[config.mk]
export PLATFORM = sky130hd
export DESIGN_NAME = tccs_ctrl
export DESIGN_NICKNAME = d
export VERILOG_FILES = /design/src/sv/tccs_pkg.sv /design/src/sv/tccs_ctrl.sv
export SDC_FILE = /design/constraint.sdc
export NUM_CORES = 1
export LEC_CHECK = 0
export BUFFER_PORTS_ARGS = -buffer_cell sky130_fd_sc_hd__buf_2
export CORE_AREA = 2 2 39 41
export DETAILED_ROUTE_END_ITERATION = 12
export DIE_AREA = 0 0 41 43
export HOLD_SLACK_MARGIN = 0.12
export PLACE_DENSITY_LB_ADDON = 0.08
export SETUP_SLACK_MARGIN = 0.2
export SLEW_MARGIN = 20
export SYNTH_ARGS = -nofsm -noshare
export SYNTH_HDL_FRONTEND = slang
export SYNTH_SLANG_ARGS = --single-unit
[constraint.sdc]
create_clock -name clk -period 1.65 [get_ports clk]
set_input_delay 0.33 -clock clk [delete_from_list [all_inputs] [get_ports clk]]
set_output_delay 0.33 -clock clk [all_outputs]
set_load 0.02 [all_outputs]
[src/sv/tccs_pkg.sv]
// ----------------------------------------------------------------------------
// Text console package
// Field widths, character codes, op codes and controller/datapath structs.
// ----------------------------------------------------------------------------
package tccs_pkg;

  localparam int OP_W      = 2;
  localparam int CH_W      = 8;
  localparam int RROW_W    = 5;
  localparam int RCOL_W    = 7;
  localparam int CELL_W    = 16;
  localparam int ATTR_W    = 8;
  localparam int IN_TDATA_W  = 24;   // ch, read_row, read_col, pad
  localparam int OUT_TDATA_W = 40;   // serial_byte, cell_value, cursor_row, cursor_col, pad
  localparam int NRES_W    = 2;

  localparam logic [OP_W-1:0] OP_PUT   = 2'd0;
  localparam logic [OP_W-1:0] OP_READ  = 2'd1;
  localparam logic [OP_W-1:0] OP_CLEAR = 2'd2;

  localparam logic [CH_W-1:0] CH_NL    = 8'h0A;
  localparam logic [CH_W-1:0] CH_CR    = 8'h0D;
  localparam logic [CH_W-1:0] CH_BS    = 8'h08;
  localparam logic [CH_W-1:0] CH_BLANK = 8'h20;

  localparam logic [ATTR_W-1:0] ATTR_RESET = 8'h0F;
  localparam logic [CELL_W-1:0] RESET_BLANK = {ATTR_RESET, CH_BLANK};

  typedef struct packed {
    logic              accept;  // latch the incoming request
    logic              exec;    // evaluate the latched request
    logic              sweep;   // write one cell of the blanking sweep
    logic              load;    // load one result into the output register
    logic              last;    // the loaded result is the final one
    logic [NRES_W-1:0] idx;     // which echo byte to load
  } ctrl_cmd_t;

  typedef struct packed {
    logic              need_sweep;  // scroll or clear pending (valid during exec)
    logic              sweep_last;  // sweep is at its final cell
    logic              out_free;    // output register can take a result
    logic [NRES_W-1:0] n_res;       // result count of the current request
  } dp_stat_t;

endpackage

[src/sv/tccs_ctrl.sv]
// ----------------------------------------------------------------------------
// Text console controller
// Sequences accept, execute, screen sweep and result emission.
// ----------------------------------------------------------------------------
module tccs_ctrl (
  input  logic                 clk,
  input  logic                 rst_n,
  input  logic                 in_tvalid,
  output logic                 in_tready,
  input  tccs_pkg::dp_stat_t   stat,
  output tccs_pkg::ctrl_cmd_t  cmd
);
  import tccs_pkg::*;

  typedef enum logic [4:0] {
    S_INIT  = 5'b00001,
    S_IDLE  = 5'b00010,
    S_EXEC  = 5'b00100,
    S_SWEEP = 5'b01000,
    S_EMIT  = 5'b10000
  } state_t;

  state_t            state_r, state_nxt;
  logic [NRES_W-1:0] k_r, k_nxt;
  logic              at_last;

  assign at_last   = (k_r == (stat.n_res - NRES_W'(1)));
  assign in_tready = (state_r == S_IDLE);

  always_comb begin
    state_nxt  = state_r;
    k_nxt      = k_r;
    cmd        = '0;
    cmd.idx    = k_r;
    cmd.last   = at_last;
    case (state_r)
      S_INIT: begin
        // power-up blanking pass over the whole screen
        cmd.sweep = 1'b1;
        if (stat.sweep_last) state_nxt = S_IDLE;
      end
      S_IDLE: begin
        if (in_tvalid) begin
          cmd.accept = 1'b1;
          state_nxt  = S_EXEC;
        end
      end
      S_EXEC: begin
        cmd.exec  = 1'b1;
        k_nxt     = '0;
        state_nxt = stat.need_sweep ? S_SWEEP : S_EMIT;
      end
      S_SWEEP: begin
        cmd.sweep = 1'b1;
        if (stat.sweep_last) state_nxt = S_EMIT;
      end
      S_EMIT: begin
        if (stat.out_free) begin
          cmd.load = 1'b1;
          k_nxt    = k_r + NRES_W'(1);
          if (at_last) state_nxt = S_IDLE;
        end
      end
      default: state_nxt = S_IDLE;
    endcase
  end

  always_ff @(posedge clk) begin
    if (!rst_n) begin
      state_r <= S_INIT;
      k_r     <= '0;
    end else begin
      state_r <= state_nxt;
      k_r     <= k_nxt;
    end
  end

endmodule

==> results.py <==
metrics = {
    "outcome": {
        "outcome": "finished, final reports clean",
    },
    "place": {
        "place_inst": 84,
        "dp_slack_ns": 0.0537,
        "port_buffers": 15,
        "gp_congestion": 0.693,
        "dp_hpwl_um": 804,
        "placed_cell_area_sq_um": 552,
    },
    "floorplan": {
        "rows": 14,
        "core-area_sq_um": 1380,
        "io-pin-count": 16,
        "dieHeight_um": 43,
        "initial_core_util_pct": 33.9,
        "die_area_sq_um": 1760,
        "die_w_um": 41,
    },
    "synthesis": {
        "postSynthAreaPerCell_sq_um": 8.23,
        "yosysTopAreaCellShare_pct": 29.9,
        "synth_fp_nets": 65,
        "ys_seq_area_share_pct": 29.9,
        "ys_ff_latch": 7,
        "ys_warn_count": 0,
        "synth_area_leaders": "dfxtp_1, and3_1, nor2_1",
        "syn-cell-area_sq_um": 469,
        "synth_cells": 57,
        "synth_cell_types": 29,
        "synth_top_area_cell": "dfxtp_1",
    },
    "route": {
        "first_iter_violations": 7,
        "vias_per_cell": 5.19,
        "avgRoutedWirePerCell_um": 11.9,
        "drt_pre_antenna_iters": 6,
        "route.detailed.drc": 0,
        "num_vias": 472,
        "ant_nets": 0,
        "wl_um": 1090,
    },
    "finish": {
        "nets": 84,
        "multi_input_area_sq_um": 352,
        "final_common_cell": "buf_2",
        "regArea_sq_um": 155,
        "syn_to_final_growth_pct": 45.1,
        "drive_gt1_share_pct": 58.7,
        "diodes": 0,
        "layout.cells.non_filler": 91,
        "stdcell_area_sq_um": 681,
        "final_cell_mix": "buf_2, buf_4, nand2_1",
        "fillers": 157,
    },
    "timing": {
        "worst_slack_ns": 0.116,
        "max_freq_mhz": 652,
        "rsz0062_at_grt": "true",
        "finClkSkew_ns": 0.00677,
        "fin_setup_tns_ns": 0,
        "period_needed_ns": 1.53,
        "hold_viol": 0,
        "finalSetupViolCount": 0,
        "tightestPinTransition_ns": 0.219,
        "slew_headroom_pct": 85.3,
        "drv_slew": 0,
        "finalCritPeriodShare_pct": 93.0,
    },
    "worst_setup_path": {
        "critPathKind": "reg -> reg",
        "ff2ff_path_depth": 4,
        "r2r_end": "state_r[1]",
        "crit_buf_inv": 0,
        "r2r-start": "state_r[3]",
        "path_max_fanout": 7,
        "cp_cell_sequence": "xnor2_2 -> or4b_4 -> and3_4 -> a32o_1",
        "reg2reg_slack_ns": 0.12,
        "cp.required_ns": 1.79,
        "slowest_delay_ns": 0.50,
        "end_kind": "flop",
        "startpoint_type": "flop",
        "arrival_ns": 1.68,
        "critPathSlowestCell": "or4b_4",
        "cp_top_family": "simple AND/OR/NAND/NOR gates",
    },
    "worst_hold_path": {
        "hp-class": "in -> reg",
        "hold_path_depth": 2,
        "min_from": "in_tvalid",
        "hold-path-endpoint": "state_r[2]",
    },
    "grt": {
        "antenna_found_initial": 0,
        "grt_pass1_vias": 405,
        "grt_max_degree": 11,
        "grt_pass1_wl_um": 1670,
        "grt-ovfl-total": 0,
        "groute.usage.overall_pct": 13.9,
    },
    "clock_tree": {
        "numClockSinks": 7,
        "clockBufferDepth": 2,
        "cts_max_level": 1,
        "cts_root_buffer": "clkbuf_4",
        "cts.clk_slew.worst_paths_ns": 0.06,
        "clock_latency_ns": 0.25,
        "cts_made_buffers": 3,
        "cts_tree": "done",
    },
    "job": {
        "cap_violations": 0,
    },
    "power": {
        "p_leak_nw": 0.314,
        "totalPowerFinal_mw": 0.432,
        "power_density_nw_per_um2": 635,
        "peakVddDrop_uv": 328,
    },
}
[power by group]
part | internal (mW) | leakage [nW] | switching, mW | total [mW]
Sequential | 0.172 | 0.0601 | 0.0133 | 0.185
Clock | 0.0887 | 0.0177 | 0.0670 | 0.156
Combinational | 0.0474 | 0.237 | 0.0439 | 0.0913
[stage by stage]
stage,utilization (%),hold WS (ns)
final,49.2,0.331
after global routing,49.2,0.328
after CTS,47.6,0.323
after detailed placement,39.9,0.527
after global placement,39.9,0.532
after floorplan,-,0.476
[routing by layer]
metal | track usage, % | wire (um) | up-vias
met2 | 20.3 | 570 | 11
met3 | 3.66 | 41 | 2
met4 | 9.33 | 14 | 0
met1 | 16.8 | 459 | 213
li1 | - | - | 246
met5 | 0 | 0 | -
[synthesized netlist by cell type, drive strengths merged]
master and instances:
and4 1, a221oi 1, o31ai 2, inv 1, o21ai 3, a21bo 1, nor4 1, nand3b 1
and3 5, xnor2 2, xor2 2, mux2i 2, a32o 1, dfxtp 7, nand2b 2, nand4b 1
nor2 6, o211ai 1, nand2 5, clkbuf 2, or4b 1, a31oi 1, o22ai 1, or4 1
a21o 1, and2 2, buf 3
[logic make-up (layout without fill, tap and decap cells)]
group / count (synthesis) / count (layout) / synth area share (%)
simple gates: 26 / 26 / 33.3
buf+inv: 6 / 24 / 6.66
xor+xnor: 4 / 4 / 7.47
compound gates: 12 / 12 / 18.4
mux: 2 / 2 / 4.27
flops: 7 / 7 / 29.9
[worst max path at each step]
stage	start	end	slack [ns]	cells past startpoint
floorplan	state_r[3]	state_r[1]	0.14	5
global placement	state_r[3]	state_r[1]	0.08	4
detailed placement	state_r[3]	state_r[1]	0.05	4
CTS	state_r[3]	cmd[6]	0.11	4
finish	state_r[3]	state_r[1]	0.12	4
global route	state_r[1]	cmd[5]	0.05	3
[state kept, by name, summed over array words and instances (netlist names)]
signal and count:
k_r 2, state_r 5
[area by class of cell]
class | count | share of cell area [%]
Clock buffer | 3 | 3.31
Clock inverter | 1 | 0.735
Inverter | 1 | 0.551
Multi-Input combinational cell | 44 | 51.7
Sequential cell | 7 | 22.8
Tap cell | 16 | 2.94
Timing Repair Buffer | 19 | 18.0
[repair_timing]
item	CTS	global route
setup endpoints to repair	8	8
resized for setup	21	5
hold buffers	0	0
cloned	0	0
buffers inserted	2	1
pin swaps	4	3
Power figures use the tool's default switching activity.
